$ cat src/design/embd_pkg.sv
// shared types, constants and lane helpers for the emulated memory bus decoder
`default_nettype none

package embd_pkg;

   localparam logic [2:0] ACT_RD8   = 3'd0;
   localparam logic [2:0] ACT_RD16  = 3'd1;
   localparam logic [2:0] ACT_RD32  = 3'd2;
   localparam logic [2:0] ACT_WR8   = 3'd3;
   localparam logic [2:0] ACT_WR16  = 3'd4;
   localparam logic [2:0] ACT_WR32  = 3'd5;
   localparam logic [2:0] ACT_LOAD  = 3'd6;

   localparam logic [1:0] CSR_RAM_PRESENT = 2'd0;
   localparam logic [1:0] CSR_RAM_LIMIT   = 2'd1;
   localparam logic [1:0] CSR_ROM_PRESENT = 2'd2;

   localparam int          CSR_DATA_W      = 21;
   localparam logic [20:0] RAM_LIMIT_RESET = 21'h100000;

   localparam logic [31:0] KSEG_MASK = 32'h1FFF_FFFF;
   localparam logic [15:0] SCR_PAGE  = 16'h7000;
   localparam logic [15:0] MBX_PAGE  = 16'h1000;
   localparam logic [15:0] GFX_PAGE  = 16'h1200;
   localparam logic [9:0]  ROM_PAGE  = 10'h07F;

   localparam int SCRATCH_WORDS = 4096;
   localparam int SCR_AW        = $clog2(SCRATCH_WORDS);

   typedef enum logic [2:0] {
      RGN_RAM  = 3'd0,
      RGN_ROM  = 3'd1,
      RGN_SCR  = 3'd2,
      RGN_MBX  = 3'd3,
      RGN_GFX  = 3'd4,
      RGN_NONE = 3'd5
   } region_type;

   typedef enum logic [1:0] {
      OP_NONE  = 2'd0,
      OP_READ  = 2'd1,
      OP_WRITE = 2'd2,
      OP_LOAD  = 2'd3
   } op_type;

   typedef enum logic [1:0] {
      SZ_BYTE = 2'd0,
      SZ_HALF = 2'd1,
      SZ_WORD = 2'd2
   } size_type;

   typedef struct packed {
      logic        ram_present;
      logic [20:0] ram_limit;
      logic        rom_present;
   } cfg_type;

   typedef struct packed {
      op_type      op;
      size_type    size;
      region_type  region;
      logic [31:0] phys;
   } dec_type;

   function automatic logic [31:0] lane_get(input logic [31:0] w, input logic [1:0] a,
                                            input size_type sz);
      logic [31:0] r;
      case (sz)
         SZ_WORD: r = w;
         SZ_HALF: r = {16'h0000, w[{a[1], 4'b0000} +: 16]};
         default: r = {24'h000000, w[{a, 3'b000} +: 8]};
      endcase
      return r;
   endfunction

   function automatic logic [31:0] lane_put(input logic [31:0] w, input logic [1:0] a,
                                            input size_type sz, input logic [31:0] d);
      logic [31:0] r;
      r = w;
      case (sz)
         SZ_WORD: r = d;
         SZ_HALF: r[{a[1], 4'b0000} +: 16] = d[15:0];
         default: r[{a, 3'b000} +: 8] = d[7:0];
      endcase
      return r;
   endfunction

endpackage

`default_nettype wire

$ cat src/design/embd_decode.sv
// address translation and region priority decode of one bus access
`default_nettype none

module embd_decode
   import embd_pkg::*;
(
   input  wire logic [2:0]  action,
   input  wire logic [31:0] address,
   input  wire cfg_type     cfg,
   output dec_type          dec
);

   op_type      op;
   size_type    size;
   logic [31:0] trans;
   logic [31:0] phys;
   logic [32:0] acc_end;
   logic        in_ram;
   logic        in_rom;
   logic        in_scr;
   logic        in_mbx;
   logic        in_gfx;
   region_type  region;

   always_comb begin
      case (action)
         ACT_RD8:  begin op = OP_READ;  size = SZ_BYTE; end
         ACT_RD16: begin op = OP_READ;  size = SZ_HALF; end
         ACT_RD32: begin op = OP_READ;  size = SZ_WORD; end
         ACT_WR8:  begin op = OP_WRITE; size = SZ_BYTE; end
         ACT_WR16: begin op = OP_WRITE; size = SZ_HALF; end
         ACT_WR32: begin op = OP_WRITE; size = SZ_WORD; end
         ACT_LOAD: begin op = OP_LOAD;  size = SZ_WORD; end
         default:  begin op = OP_NONE;  size = SZ_WORD; end
      endcase

      // mirror segments and scratchpad fold
      if (address[31:30] == 2'b10) begin
         trans = address & KSEG_MASK;
      end else if (address[31:16] == SCR_PAGE) begin
         trans = {SCR_PAGE, 2'b00, address[13:0]};
      end else begin
         trans = address;
      end

      phys = trans;
      case (size)
         SZ_HALF: begin
            phys[0]  = 1'b0;
            acc_end  = {1'b0, phys} + 33'd2;
         end
         SZ_WORD: begin
            phys[1:0] = 2'b00;
            acc_end   = {1'b0, phys} + 33'd4;
         end
         default: begin
            acc_end = {1'b0, phys} + 33'd1;
         end
      endcase

      in_ram = cfg.ram_present && (acc_end <= {12'h000, cfg.ram_limit});
      in_rom = cfg.rom_present && (phys[31:22] == ROM_PAGE);
      in_scr = (phys[31:16] == SCR_PAGE);
      in_mbx = (size == SZ_WORD) && (phys[31:16] == MBX_PAGE);
      in_gfx = (size == SZ_WORD) && (phys[31:16] == GFX_PAGE);

      case (op)
         OP_READ: begin
            if (in_ram)      region = RGN_RAM;
            else if (in_rom) region = RGN_ROM;
            else if (in_scr) region = RGN_SCR;
            else if (in_mbx) region = RGN_MBX;
            else             region = RGN_NONE;
         end
         OP_WRITE: begin
            if (in_ram)      region = RGN_RAM;
            else if (in_scr) region = RGN_SCR;
            else if (in_gfx) region = RGN_GFX;
            else if (in_mbx) region = RGN_MBX;
            else             region = RGN_NONE;
         end
         OP_LOAD: region = RGN_ROM;
         default: region = RGN_NONE;
      endcase

      dec.op     = op;
      dec.size   = size;
      dec.region = region;
      dec.phys   = (op == OP_LOAD) ? address : phys;
   end

endmodule

`default_nettype wire

$ cat config.mk
export PLATFORM = sky130hd
export DESIGN_NAME = embd_decode
export DESIGN_NICKNAME = d
export VERILOG_FILES = /design/src/design/embd_pkg.sv /design/src/design/embd_decode.sv
export SDC_FILE = /design/constraint.sdc
export NUM_CORES = 1
export LEC_CHECK = 0
export ABC_AREA = 1
export BUFFER_PORTS_ARGS = -buffer_cell sky130_fd_sc_hd__buf_4
export CAP_MARGIN = 15
export CORE_MARGIN = 1.5
export CORE_UTILIZATION = 25
export DETAILED_ROUTE_END_ITERATION = 16
export PLACE_DENSITY_LB_ADDON = 0.08
export SETUP_SLACK_MARGIN = 0.3
export SLEW_MARGIN = 5
export SYNTH_ARGS = -nofsm -noshare
export SYNTH_HDL_FRONTEND = slang
export SYNTH_SLANG_ARGS = --single-unit
$ cat constraint.sdc
create_clock -name vclk -period 6.75
set_input_delay 0.675 -clock vclk [all_inputs]
set_output_delay 0.675 -clock vclk [all_outputs]
set_load 0.05 [all_outputs]
==> impl_results.md <==
- Nets: 849
- CP Class: input port to primary output
- Most common cell after layout, fill and taps aside: nand2_1
- Fmax: 187.4 MHz
- Post-Synth Simple-Gate Area: 53.60%
- Post-synth top area cell: nand2_1
- CP endpoint kind: primary output
- Netlist Area Pre-Place: 0.003681 mm2
- Worst Tran Pin Value: 0.6525 ns
- Mean post-synth cell area: 5.192 um2
- Placed wire-length estimate: 12,690 um
- FF+latch area: 0 um2
- Arr. time, crit path: 4.66 ns
- Share of cells above drive strength 1: 20.92%
- Multi-input logic area: 0.002983 mm2
- Vias in the first global route: 4,444
- Num rows: 44
- Crit-path max FO: 15
- DR vias/cell: 5.008
- Crit path launch: action[1]
- WL final: 15,110 um
- Core ar.: 0.01448 mm2
- Top cell type's share of synthesized area: 19.27%
- Width of the die: 124.3 um
- Sequential share of the synthesized area: 0%
- Fillers: 1,700
- Largest net degree at the start of global routing: 18
- # IOs: 97
- Vias: 4,753
- Highest-count cells in the layout ignoring fill and taps: nand2_1, inv_1, buf_4
- Min-delay worst type: input port to primary output
- Routed length per placed instance: 15.92 um
- DRC Markers: 0
- Critical Path RT: 6.07 ns
- RSZ-0062 raised after global routing: no
- Setup-failing EPs final: 0
- Setup crit start kind: input port
- Antenna Nets Post-Route: 0
- DRT Pass-1 Iters: 5
- Max rail drop VDD: 0.00002979 V
- IO Port Bufs: 97
- Initial antenna violation count: 0
- RePlAce Congestion: 0.8672
- N_diodes: 0
- Post-CTS Setup Inserts: 0
- Post-CTS Hold Fix Bufs: 0
- Initial core utilization: 25.42%
- Tmin final: 5.337 ns
- Yosys warns: 0
- GRT overflow: 0
- Adder-Cell Fraction of Synth Area: 8.158%
- Fin. max-slew vios: 0
- Synth area leaders: nand2_1, inv_1, nand3_1
- Post-CTS Resized: 0
- Compound-Gate Fraction of Synth Area: 16.42%
- Mux share of post-synthesis cell area: 0%
- Die area: 0.01546 mm2
- DR iter-0 viols: 400
- Post-synthesis cell count: 709
- HP Start: address[4]
- Hold_ws: 1.647 ns
- Combinational family with the most area after synthesis: simple AND/OR/NAND/NOR gates
- First-pass GRT wire length: 24,090 um
- Hold Violations, Final: 0
- Status: complete, no violations
- Syn_nets: 791
- Pwr Density: 70.39 mW/mm2
- Layout clock buffer count: 0
- Max Cap Viol: 0
- Static leakage: 2.146 nW
- Distinct cells, synth: 45
- Die Span Y: 124.3 um
- Fin crit share: 79.07%
- Slew HR: 56.16%
- Post-Route Setup TNS: 0 ns
- Seq_cells: 0
- Synth-to-layout area growth: 19.92%
- Tot GR Track Use: 19.14%
- Synth Area in XOR/XNOR: 2.855%
==> routing by layer <==
metal  vias up  track usage (%)  share of wire (%)
met5         -                0                  0
met4         0            1.555               0.85
met3        13           0.5155                5.5
met2       144            34.07                 48
met1      2192            26.69                 46
li1       2404                -                  -
==> cell usage after synthesis, types with 2 or more instances <==
cell type / n
o22ai_1: 3
nand4_1: 26
nor3_1: 12
nor4_4: 2
buf_6: 3
nand2_1: 189
a31oi_1: 8
nor2_1: 58
xor2_1: 9
inv_2: 9
clkbuf_1: 17
a21oi_1: 38
nor2_4: 10
o21ai_0: 35
ha_1: 24
buf_4: 14
nand4_4: 2
o211ai_1: 6
o21a_1: 3
o21bai_1: 2
nand3_1: 67
clkinv_1: 2
nand2_2: 9
nor3_4: 2
inv_1: 107
nor2_2: 18
a32o_1: 2
o21ai_1: 5
buf_2: 8
xnor2_1: 3
buf_1: 2
==> metrics by stage <==
stage          utilization [%]  power, mW  area (um2)  cells  setup slack, ns
4_1_cts                  30.49     0.3123        4414    949            1.419
6_report                 30.49     0.3107        4414    949            1.413
3_5_place_dp             30.49     0.3111        4414    949            1.432
3_3_place_gp             30.49     0.3104        4414    949            1.416
5_1_grt                  30.49     0.3448        4414    949           0.9908
2_1_floorplan                -     0.2075        3681    709            2.005
==> final cells by class <==
class / count / share of cell area [%]
repair buffers: 101 / 17.18
multi-input cells: 546 / 67.57
well taps: 184 / 5.215
inverters: 118 / 10.03
==> cells by family after synthesis <==
logic type      Yosys count
compound gates          107
xor+xnor                 12
buf+inv                 163
fa+ha+maj                24
simple gates            403
==> critical path, stage by stage <==
cell and delay [ns]:
buf_4 0.12, inv_1 0.08, nor2_1 0.08, inv_1 0.05, nand2_1 0.29, nor2_2 0.24, clkinv_1 0.45, buf_4 0.40
o21ai_0 0.24, inv_1 0.07, ha_1 0.27, nand2_1 0.07, nor4_1 0.32, nand4_1 0.14, a21oi_1 0.28, nand2_1 0.08
nor2_1 0.09, nand2_1 0.07, nor2_2 0.16, nand3_2 0.12, a21oi_2 0.13, nor2_1 0.05, buf_4 0.18
==> path summary, 6_finish.rpt <==
path	end	slack, ns	cells after the start
worst min-delay path	dec[4]	1.65	2
worst max-delay path	dec[32]	1.41	23
==> power by group <==
| part | leakage, nW | switching, mW | internal, mW | total (mW) |
|---|---|---|---|---|
| Sequential | 0 | 0 | 0 | 0 |
| Combinational | 2.15 | 0.208 | 0.102 | 0.311 |
| Clock | 0 | 0 | 0 | 0 |
Power figures use the tool's default switching activity.
